### config.mk
export PLATFORM = sky130hd
export DESIGN_NAME = psg_mark
export DESIGN_NICKNAME = d
export VERILOG_FILES = /design/src/rtl/psg_pkg.sv /design/src/rtl/psg_mark.sv
export SDC_FILE = /design/constraint.sdc
export NUM_CORES = 1
export LEC_CHECK = 0
export BUFFER_PORTS_ARGS = -buffer_cell sky130_fd_sc_hd__buf_2
export CELL_PAD_IN_SITES_DETAIL_PLACEMENT = 1
export CELL_PAD_IN_SITES_GLOBAL_PLACEMENT = 1
export CORE_MARGIN = 2
export CORE_UTILIZATION = 42
export CTS_CLUSTER_SIZE = 25
export DETAILED_ROUTE_END_ITERATION = 16
export PLACE_DENSITY_LB_ADDON = 0.1
export SKIP_CTS_REPAIR_TIMING = 1
export SYNTH_ARGS = -nofsm -noshare
export SYNTH_HDL_FRONTEND = slang
export SYNTH_SLANG_ARGS = --single-unit
### constraint.sdc
create_clock -name clk -period 4 [get_ports clk]
set_input_delay 0.8 -clock clk [delete_from_list [all_inputs] [get_ports clk]]
set_output_delay 0.8 -clock clk [all_outputs]
set_load 0.05 [all_outputs]
### src/rtl/psg_pkg.sv
// Package: constants, types and state codes for the prime sieve generator.
`default_nettype none
package psg_pkg;
    localparam int WindowBits = 4096;
    localparam int MaxPrimes  = 4096;
    localparam int ValueWidth = 24;
    localparam int WinAw      = $clog2(WindowBits);
    localparam int StoreAw    = $clog2(MaxPrimes);
    localparam int CountW     = 13;
    localparam int LimitW     = 13;
    localparam logic [LimitW-1:0] LimitReset = 13'd4096;

    typedef logic [ValueWidth-1:0] value_t;

    typedef enum logic [3:0] {
        ST_IDLE,
        ST_CLEAR,
        ST_CHECK,
        ST_SCAN_RD,
        ST_SCAN_EV,
        ST_FILL,
        ST_REMARK_RD,
        ST_REMARK_DIV,
        ST_MARK,
        ST_RECORD,
        ST_DONE
    } state_t;

    // Multiple-walk request to the mark unit.
    typedef struct packed {
        logic   start;
        value_t step;
        logic [ValueWidth:0] from;
    } mark_req_t;
endpackage
`default_nettype wire

### src/rtl/psg_mark.sv
// Mark unit: walks multiples of a step through the window, one clear per cycle.
`default_nettype none
module psg_mark (
    input  wire logic                            clk,
    input  wire logic                            rst_n,
    input  wire psg_pkg::mark_req_t              req,
    input  wire logic [psg_pkg::ValueWidth:0]    window_end,
    input  wire logic [psg_pkg::ValueWidth:0]    window_base,
    output logic                                 busy,
    output logic                                 clr_en,
    output logic [psg_pkg::WinAw-1:0]            clr_addr
);
    import psg_pkg::*;
    logic [ValueWidth:0] m_reg, m_next;
    logic [ValueWidth-1:0] step_reg, step_next;
    logic busy_reg, busy_next;
    logic [ValueWidth:0] offs;

    always_comb
    begin
        m_next    = m_reg;
        step_next = step_reg;
        busy_next = busy_reg;
        clr_en    = 1'b0;
        offs      = m_reg - window_base;
        if (req.start)
        begin
            m_next    = req.from;
            step_next = req.step;
            busy_next = (req.from < window_end);
        end
        else if (busy_reg)
        begin
            clr_en = 1'b1;
            m_next = m_reg + {1'b0, step_reg};
            // Stop once the next multiple leaves the window (or wraps).
            if (m_next >= window_end || m_next < m_reg)
                busy_next = 1'b0;
        end
    end

    always_ff @(posedge clk or negedge rst_n)
    begin
        if (!rst_n)
            busy_reg <= 1'b0;
        else
            busy_reg <= busy_next;
    end

    always_ff @(posedge clk)
    begin
        m_reg    <= m_next;
        step_reg <= step_next;
    end

    assign busy     = busy_reg;
    assign clr_addr = offs[WinAw-1:0];
endmodule
`default_nettype wire

# --- Yosys cells after proc, flatten, opt, wreduce, memory -nomap -nowiden ---
# Index checks and enable logic that the tools add are counted.
op_classes:
  add_sub_neg: 2
  order_cmp: 3
  muxes: 7
  n_reduce_logical: 2
ops:
  columns: ["operator", "count"]
  rows:
  - ["25-bit less-than comparator", 2]
  - ["25-bit 2-to-1 mux", 2]
  - ["25-bit by 24-bit adder with 25-bit output", 1]
  - ["25-bit greater-or-equal comparator", 1]
  - ["12-bit subtractor", 1]
  - ["1-bit 2-to-1 mux", 5]
  - ["2-bit nonzero test", 1]
  - ["1-bit logical OR", 1]
word_totals:
  register_bits: 50
  in_bits: 102
  output_inout_bits: 14
  wordCells: 17

# --- Depth between registers and ports, before layout ---
# Gate-level depths: netlist of run 1.
logic_depth:
  depth_word: 6
  ltp_mapped: 19
  depth_no_buf: 19

# --- Worst setup path after synthesis of run 1 ---
# Ideal clock, no wire load.
synth_timing:
  path_kind: "input -> output"
  from: "input window_base[0] (netlist bit)"
  to: "output clr_addr[10] (netlist bit)"
  arrival_ns: 4.031
  required_ns: 3.200
  slack_ns: -0.831
  cell_stages: 9
  path_buffers: 0
  path_cell_list: "ha_1 > fa_1 > nor2b_1 > o21ai_0 > a21boi_0 > o21ai_0 > a21oi_1 > o21ai_0 > o311ai_0"
synth_via:
  elab_chain_cells: 1
synth_lines:
  columns: ["element", "line", "source"]
  rows:
  - ["start: declaration", "psg_mark.sv:8", "input wire logic [psg_pkg::ValueWidth:0] window_base,"]
  - ["12-bit subtractor", "psg_mark.sv:25", "offs = m_reg - window_base;"]
  - ["end: declaration", "psg_mark.sv:11", "output logic [psg_pkg::WinAw-1:0] clr_addr"]
# Every way passes these cells.

# --- Final worst setup path of run 1 ---
layout_timing:
  from: "register m_reg[0]"
  to: "register busy_reg, in the netlist busy"
layout_via:
  elab_chain_cells: 6
  elab_cells_between_ends: 7
  cone_classes: "add/sub (1); order compare (2); mux (3); reduce/logical (1)"
layout_lines:
  columns: ["element", "line", "source"]
  rows:
  - ["start: declaration", "psg_mark.sv:14", "logic [ValueWidth:0] m_reg, m_next;"]
  - ["start signal: assignment", "psg_mark.sv:52", "m_reg <= m_next;"]
  - ["25-bit by 24-bit adder with 25-bit output", "psg_mark.sv:35", "m_next = m_reg + {1'b0, step_reg};"]
  - ["25-bit greater-or-equal comparator or 25-bit less-than comparator (tied branches)", "psg_mark.sv:37", "if (m_next >= window_end || m_next < m_reg)"]
  - ["1-bit logical OR *", "psg_mark.sv:37", null]
  - ["1-bit 2-to-1 mux *", "psg_mark.sv:37", null]
  - ["1-bit 2-to-1 mux *", "psg_mark.sv:32", "else if (busy_reg)"]
  - ["1-bit 2-to-1 mux *", "psg_mark.sv:26", "if (req.start)"]
  - ["named net busy_next", "psg_mark.sv:16", "logic busy_reg, busy_next;"]
  - ["end signal: assignment", "psg_mark.sv:47", "busy_reg <= busy_next;"]
  - ["end: declaration", "psg_mark.sv:16", null]
# Mark *: on every way through the listed nets, which the timed path passes. The rest lies on a longest branch.
# A chain may end at the register's enable or synchronous reset.

==> results of run 1 <==
logic make-up after synthesis:
family          synth area share
xor+xnor                  0.0503
compound gates             0.183
flops                      0.287
fa+ha+maj                  0.266
buf+inv                   0.0568
mux                       0.0494
simple gates               0.108
routing by layer:
layer / global-route usage / routed length, um
met4: 0.0442 / 199
met5: 0 / 0
met2: 0.391 / 7380
met1: 0.305 / 6970
met3: 0.0314 / 493
synth_stat cells, types with 2 or more instances:
cell type | count | area, um^2
nor4_1 | 4 | 25.0
o21ai_0 | 31 | 155
a22o_1 | 2 | 17.5
o31a_1 | 3 | 26.3
a21o_1 | 16 | 120
xor2_1 | 10 | 87.6
o21bai_1 | 2 | 15.0
a21oi_1 | 42 | 210
a41oi_1 | 3 | 26.3
ha_1 | 108 | 1350
nand4b_1 | 2 | 17.5
edfxtp_1 | 49 | 1470
o21a_1 | 10 | 75.1
inv_1 | 74 | 278
nand4_1 | 12 | 75.1
nor2_1 | 23 | 86.3
o31ai_1 | 2 | 15.0
o22ai_1 | 2 | 12.5
nor2b_1 | 10 | 62.6
mux2_2 | 21 | 236
nand2_1 | 23 | 86.3
a31o_2 | 2 | 17.5
and2_1 | 2 | 12.5
nand2b_1 | 4 | 25.0
a31oi_1 | 3 | 18.8
nor3_1 | 9 | 45.0
a211oi_1 | 6 | 45.0
o21ai_1 | 2 | 10.0
or3_1 | 2 | 12.5
xnor2_1 | 20 | 175
or2_2 | 5 | 31.3
a211o_1 | 4 | 35.0
clkbuf_1 | 4 | 15.0
nand3_1 | 8 | 40.0
a21boi_0 | 2 | 15.0
fa_1 | 2 | 40.0
layout make-up:
cell class | instances | area (um^2)
Fill cell | 1421 | 5580
Multi-Input combinational cell | 417 | 3580
Sequential cell | 50 | 1500
Timing Repair Buffer | 134 | 753
Inverter | 74 | 278
Tap cell | 168 | 210
Clock buffer | 7 | 133
Clock inverter | 1 | 30.0
power groups by stage:
stage                     clock [uW]  sequential (uW)  combinational (uW)
after floorplan                    0              895                3180
after global placement             0              908                4330
after detailed placement           0              912                4500
after CTS                        515              902                4550
after global routing             527              918                5340
final                            505              900                4810
how the worst max path moves through the flow:
stage                         from            to  slack (ns)  cells after the start
floorplan           window_base[0]  clr_addr[10]        0.21                      9
global placement          m_reg[0]          busy       -0.07                     18
detailed placement     step_reg[0]          busy       -0.27                     18
CTS                    step_reg[0]          busy       -0.34                     18
global route              m_reg[0]          busy       -0.17                     19
finish                    m_reg[0]          busy        0.03                     19
metrics by stage:
stage / worst slack (ns) / power, uW / setup TNS, ns / util / hold slack [ns]
after global placement: -0.0744 / 5240 / -0.0744 / 0.510 / 0.575
after detailed placement: -0.265 / 5420 / -0.294 / 0.510 / 0.577
after CTS: -0.337 / 5960 / -0.386 / 0.523 / 0.245
after floorplan: 0.205 / 4070 / 0 / - / 0.504
after global routing: -0.173 / 6780 / -0.173 / 0.537 / 0.245
final: 0.0345 / 6210 / 0 / 0.537 / 0.254
==> run summary, run 1 <==
Post-synthesis net count - 758
Most used DFF post-synth - edfxtp_1
Actual slew at the worst max-slew pin - 0.738 ns
Number of enable-type register cells in the synthesized netlist - 49
Total of warnings raised by yosys - 0
Fraction of layout cells with a size suffix above 1 - 0.293
Reg power frac - 0.145
Final setup viols - 0
Initial standard-cell utilization of the core - 0.433
Worst R2R End - busy
Fin. Hold Viols - 0
TritonCTS sink count - 50
Dpl cells - 840
Insertion delay of the later-clocked pin in the worst-skew pair - 0.31 ns
Synth Cell Area - 5220 um^2
Crit path DAT - 4.15 ns
DRC errors left - 0
Power density cells - 959 nW/um^2
CP Launch Type - register
Unique cell type count in the Yosys netlist - 58
Critical path cell sequence - ha_2 > inv_2 > fa_2 > nor2b_2 > o31a_1 > o21ai_4 > a21oi_4 > o31ai_4 > a21oi_2 > o21a_1 > nor2_2 > ha_1 > a22o_1 > nor4_4 > o21ai_1 > a41oi_1 > a211o_1 > mux2i_1 > a211o_1
Row Count - 40
Count of cells along the worst register-to-register path - 19
Reg-to-reg slack, setup - 0.03 ns
Top-level port count - 116
Average size of a mapped cell - 9.56 um^2
Sort of element at the end of the critical path - register
P&R area growth vs syn - 24.1%
Register area share after synthesis - 0.287
Setup Crit Path Kind - reg -> reg
Switching power as a share of total power - 0.499
Final cycle utilization of the critical path - 0.991
Total clock buffers created by CTS - 5
Pleak - 0.00314 uW
Maximum fanout along the worst path - 3
Flip-flop count of the largest register, all copies and words added - 25
Worst setup skew after layout - 0.00721 ns
Wire length of the first global-routing pass - 23600 um
Outcome - complete, no violations
Max Cap Viol - 0
Max frequency - 0.252 GHz
Hold crit path type - in -> async
Antenna violations before repair - 0
Number of pins exceeding their max-slew limit in the final report - 0
Dominant cell type by count on the critical path - a211o_1
Sw power - 3100 uW
Internal power - 3110 uW
Detailed Route Iter0 Violations - 201
Routed wire length - 15000 um
Vias in the first global route - 4727
Clock tree from TritonCTS - built
Most used cells in the layout excluding fill and tap cells - 105 x ha_1, 101 x buf_2, 73 x inv_1, 49 x edfxtp_1, 39 x a21oi_1
Clock Tree Buf Depth - 2
Final design instance area without fill - 6480 um^2
Quantity of I/O buffers inserted on ports - 102
Net total in the final layout - 894
Clock transition at the registers of the reported paths - 0.07 ns
Instance area after placement - 6150 um^2
Via-per-instance ratio - 5.38
Startpoint of the worst register-to-register path - m_reg[0]
Most frequent standard cell in the layout excluding fill and tap cells - ha_1
Pre-antenna DRT Iters - 5
Combinational group share of total power - 0.774
Die Footprint - 13300 um^2
DRT antenna net count - 0
Count of antenna diodes in the layout - 0
Global route total overflow - 0
Slowest Stage Delay on Critical Path - 0.40 ns
Required time of the critical path - 4.18 ns
Cell at the root of the clock tree - clkbuf_16
Maximum number of pins on one net before global-route repair - 27
Floorplan Core Area - 12100 um^2
Post-detail-place hpwl - 12200 um
Flops & latches, synth - 50
Max rail drop VDD - 0.406 mV
Chip width - 115 um
Routability congestion estimate from global placement - 0.862
Die boundary height - 115 um
Fraction of registers with async set/reset - 0.0200
Family with the most delay on the worst path - compound AO/OA/AOI/OAI gates
Relative slew margins - 0.508
Post-layout minimum cycle time - 3.97 ns
Number of vias in the routed layout - 4577
Unrepaired setup endpoints after global routing - yes
Worst Path Buf+Inv - 1
Gate count of the mapped netlist - 546
Critical path's slowest cell - edfxtp_1
Count of H-tree levels built during CTS - 2
Share of power burned in the clock network - 0.081
GR Util All Layers - 0.227
Wire length per cell after detailed routing - 17.7 um
Non-filler instance count after layout - 851
Power figures use the tool's default switching activity.
==> inputs of run 2 (changes only) <==
Settings changed: BUFFER_PORTS_ARGS -buffer_cell sky130_fd_sc_hd__buf_2 to -buffer_cell sky130_fd_sc_hd__buf_4.
==> run 2 against run 1 <==
The flow now finishes with violations (negative setup slack). Final cell count up 0.47%. Routed wire length down 1.6%. Cell area up 3.6%. Global-route usage up 0.24 points. Combinational power up 1%. Fmax down 1.5%. Worst hold slack better by 0.010 ns. Clock power down 15%. First-iteration DRC count down 17%. Sequential share of layout area down 0.81 points. Worst setup slack worse by 0.059 ns. Critical path type unchanged. Highest routed layer unchanged.
==> run summary, run 2 (synthesis results as in run 1) <==
Outcome - finished with violations
Failing checks - negative setup slack
Top-level port count - 116
DRT antenna net count - 0
CP Launch Type - register
Metal1 wirelength - 6790 um
Via-per-instance ratio - 5.31
Actual slew at the worst max-slew pin - 0.757 ns
Total clock buffers created by CTS - 5
Most used cells in the layout excluding fill and tap cells - 137 x buf_4, 107 x ha_1, 73 x inv_1, 49 x edfxtp_1, 38 x a21oi_1
Post-layout worst setup margin - -0.0246 ns
Crit path DAT - 4.20 ns
Maximum fanout along the worst path - 3
Dpl cells - 844
Die boundary height - 115 um
Power density cells - 922 nW/um^2
Worst setup skew after layout - 0.00632 ns
Final setup viols - 1
Max Cap Viol - 0
Clock transition at the registers of the reported paths - 0.07 ns
Wire length per cell after detailed routing - 17.3 um
Fraction of layout cells with a size suffix above 1 - 0.293
Count of cells along the worst register-to-register path - 17
TritonCTS sink count - 50
Fin. Hold Viols - 0
Post-detail-place hpwl - 12300 um
Sort of element at the end of the critical path - register
Insertion delay of the later-clocked pin in the worst-skew pair - 0.30 ns
Detailed Route Iter0 Violations - 166
Required time of the critical path - 4.18 ns
Final cycle utilization of the critical path - 1.01
Hold crit path type - in -> async
Summed negative setup slack over all endpoints - -0.0246 ns
P&R area growth vs syn - 28.6%
Max frequency - 0.248 GHz
Instance area after placement - 6430 um^2
Overall power of the completed layout - 6190 uW
DRC errors left - 0
Vias in the first global route - 4853
Pre-antenna DRT Iters - 4
Detailed-routed wire length on met3 - 456 um
Wire length of the first global-routing pass - 23900 um
Number of pins exceeding their max-slew limit in the final report - 0
Global route total overflow - 0
Critical path depth - 17
Sum of met2 wire segment lengths after detailed routing - 7250 um
Worst Path Buf+Inv - 1
Count of antenna diodes in the layout - 0
Family with the most delay on the worst path - compound AO/OA/AOI/OAI gates
Highest routed metal layer - met4
Pleak - 0.00324 uW
Slowest Stage Delay on Critical Path - 0.42 ns
Chip width - 115 um
CP endpoint - busy
Quantity of I/O buffers inserted on ports - 102
Max rail drop VDD - 0.375 mV
Reg-to-reg slack, setup - -0.02 ns
Cell at the root of the clock tree - clkbuf_16
Routability congestion estimate from global placement - 0.876
Relative slew margins - 0.495
GR Util All Layers - 0.229
Unrepaired setup endpoints after global routing - yes
Floorplan Core Area - 12100 um^2
Flip-flop count of the largest register, all copies and words added - 25
Start point of the critical path - m_reg[2]
Most frequent standard cell in the layout excluding fill and tap cells - buf_4
Routed wire length - 14800 um
Critical path's slowest cell - edfxtp_1
Utilization after layout - 0.557
Initial standard-cell utilization of the core - 0.433
Post-layout minimum cycle time - 4.02 ns
Row Count - 40
Maximum number of pins on one net before global-route repair - 37
Worst R2R End - busy
Non-filler instance count after layout - 855
Clock Tree Buf Depth - 2
Clock tree from TritonCTS - built
Startpoint of the worst register-to-register path - m_reg[2]
Number of vias in the routed layout - 4543
Die Footprint - 13300 um^2
Final design instance area without fill - 6710 um^2
Setup Crit Path Kind - reg -> reg
Count of H-tree levels built during CTS - 2
Critical path cell sequence - ha_1 > nor2b_2 > o31a_1 > o21ai_4 > a21oi_4 > o311ai_2 > buf_4 > a21oi_4 > xor2_1 > ha_1 > a22o_1 > nor4_2 > o21ai_1 > a41oi_1 > a211o_1 > mux2i_1 > a211o_1
Antenna violations before repair - 0
Net total in the final layout - 898
[run 2: cell types whose count changed in the layout (fill, tap and decap cells not counted), moves of 2 or more]
cell    previous run  this run
xor2_1             6         8
buf_2            101         0
ha_2               3         1
ha_1             105       107
xor2_2             4         2
buf_4             33       137
[run 2: worst min path at each step]
stage	start	end	slack (ns)
after global routing	rst_n	busy	0.26
after floorplan	rst_n	busy	0.50
after global placement	rst_n	busy	0.58
final	rst_n	busy	0.26
after CTS	rst_n	busy	0.25
after detailed placement	rst_n	busy	0.58
[run 2: final cells by class]
class                           count  area (um^2)
Clock buffer                        6          129
Clock inverter                      2         8.76
Fill cell                        1417         5350
Inverter                           74          278
Multi-Input combinational cell    417         3550
Sequential cell                    50         1500
Tap cell                          168          210
Timing Repair Buffer              138         1040
[run 2: metal layers]
| layer | track usage | vias up |
|---|---|---|
| li1 | - | 2283 |
| met5 | 0 | - |
| met3 | 0.0277 | 18 |
| met1 | 0.298 | 2156 |
| met2 | 0.400 | 86 |
| met4 | 0.0659 | 0 |
[run 2: through the flow]
step                setup WS (ns)  hold WS, ns
floorplan                   0.205        0.504
global placement          -0.0900        0.576
detailed placement         -0.242        0.578
CTS                        -0.309        0.254
global route               -0.256        0.256
finish                    -0.0246        0.264
[run 2: worst register-to-register path: stages (launching register included)]
cell and delay (ns):
edfxtp_1 0.42, ha_1 0.34, nor2b_2 0.17, o31a_1 0.33, o21ai_4 0.20, a21oi_4 0.11, o311ai_2 0.32, buf_4 0.19
a21oi_4 0.06, xor2_1 0.23, ha_1 0.28, a22o_1 0.23, nor4_2 0.20, o21ai_1 0.14, a41oi_1 0.18, a211o_1 0.13
mux2i_1 0.07, a211o_1 0.31
[run 2: where the power goes]
| group | total (uW) | switching, uW | internal (uW) |
|---|---|---|---|
| sequential | 896 | 97.5 | 798 |
| combinational | 4860 | 2740 | 2120 |
| clock | 428 | 198 | 230 |
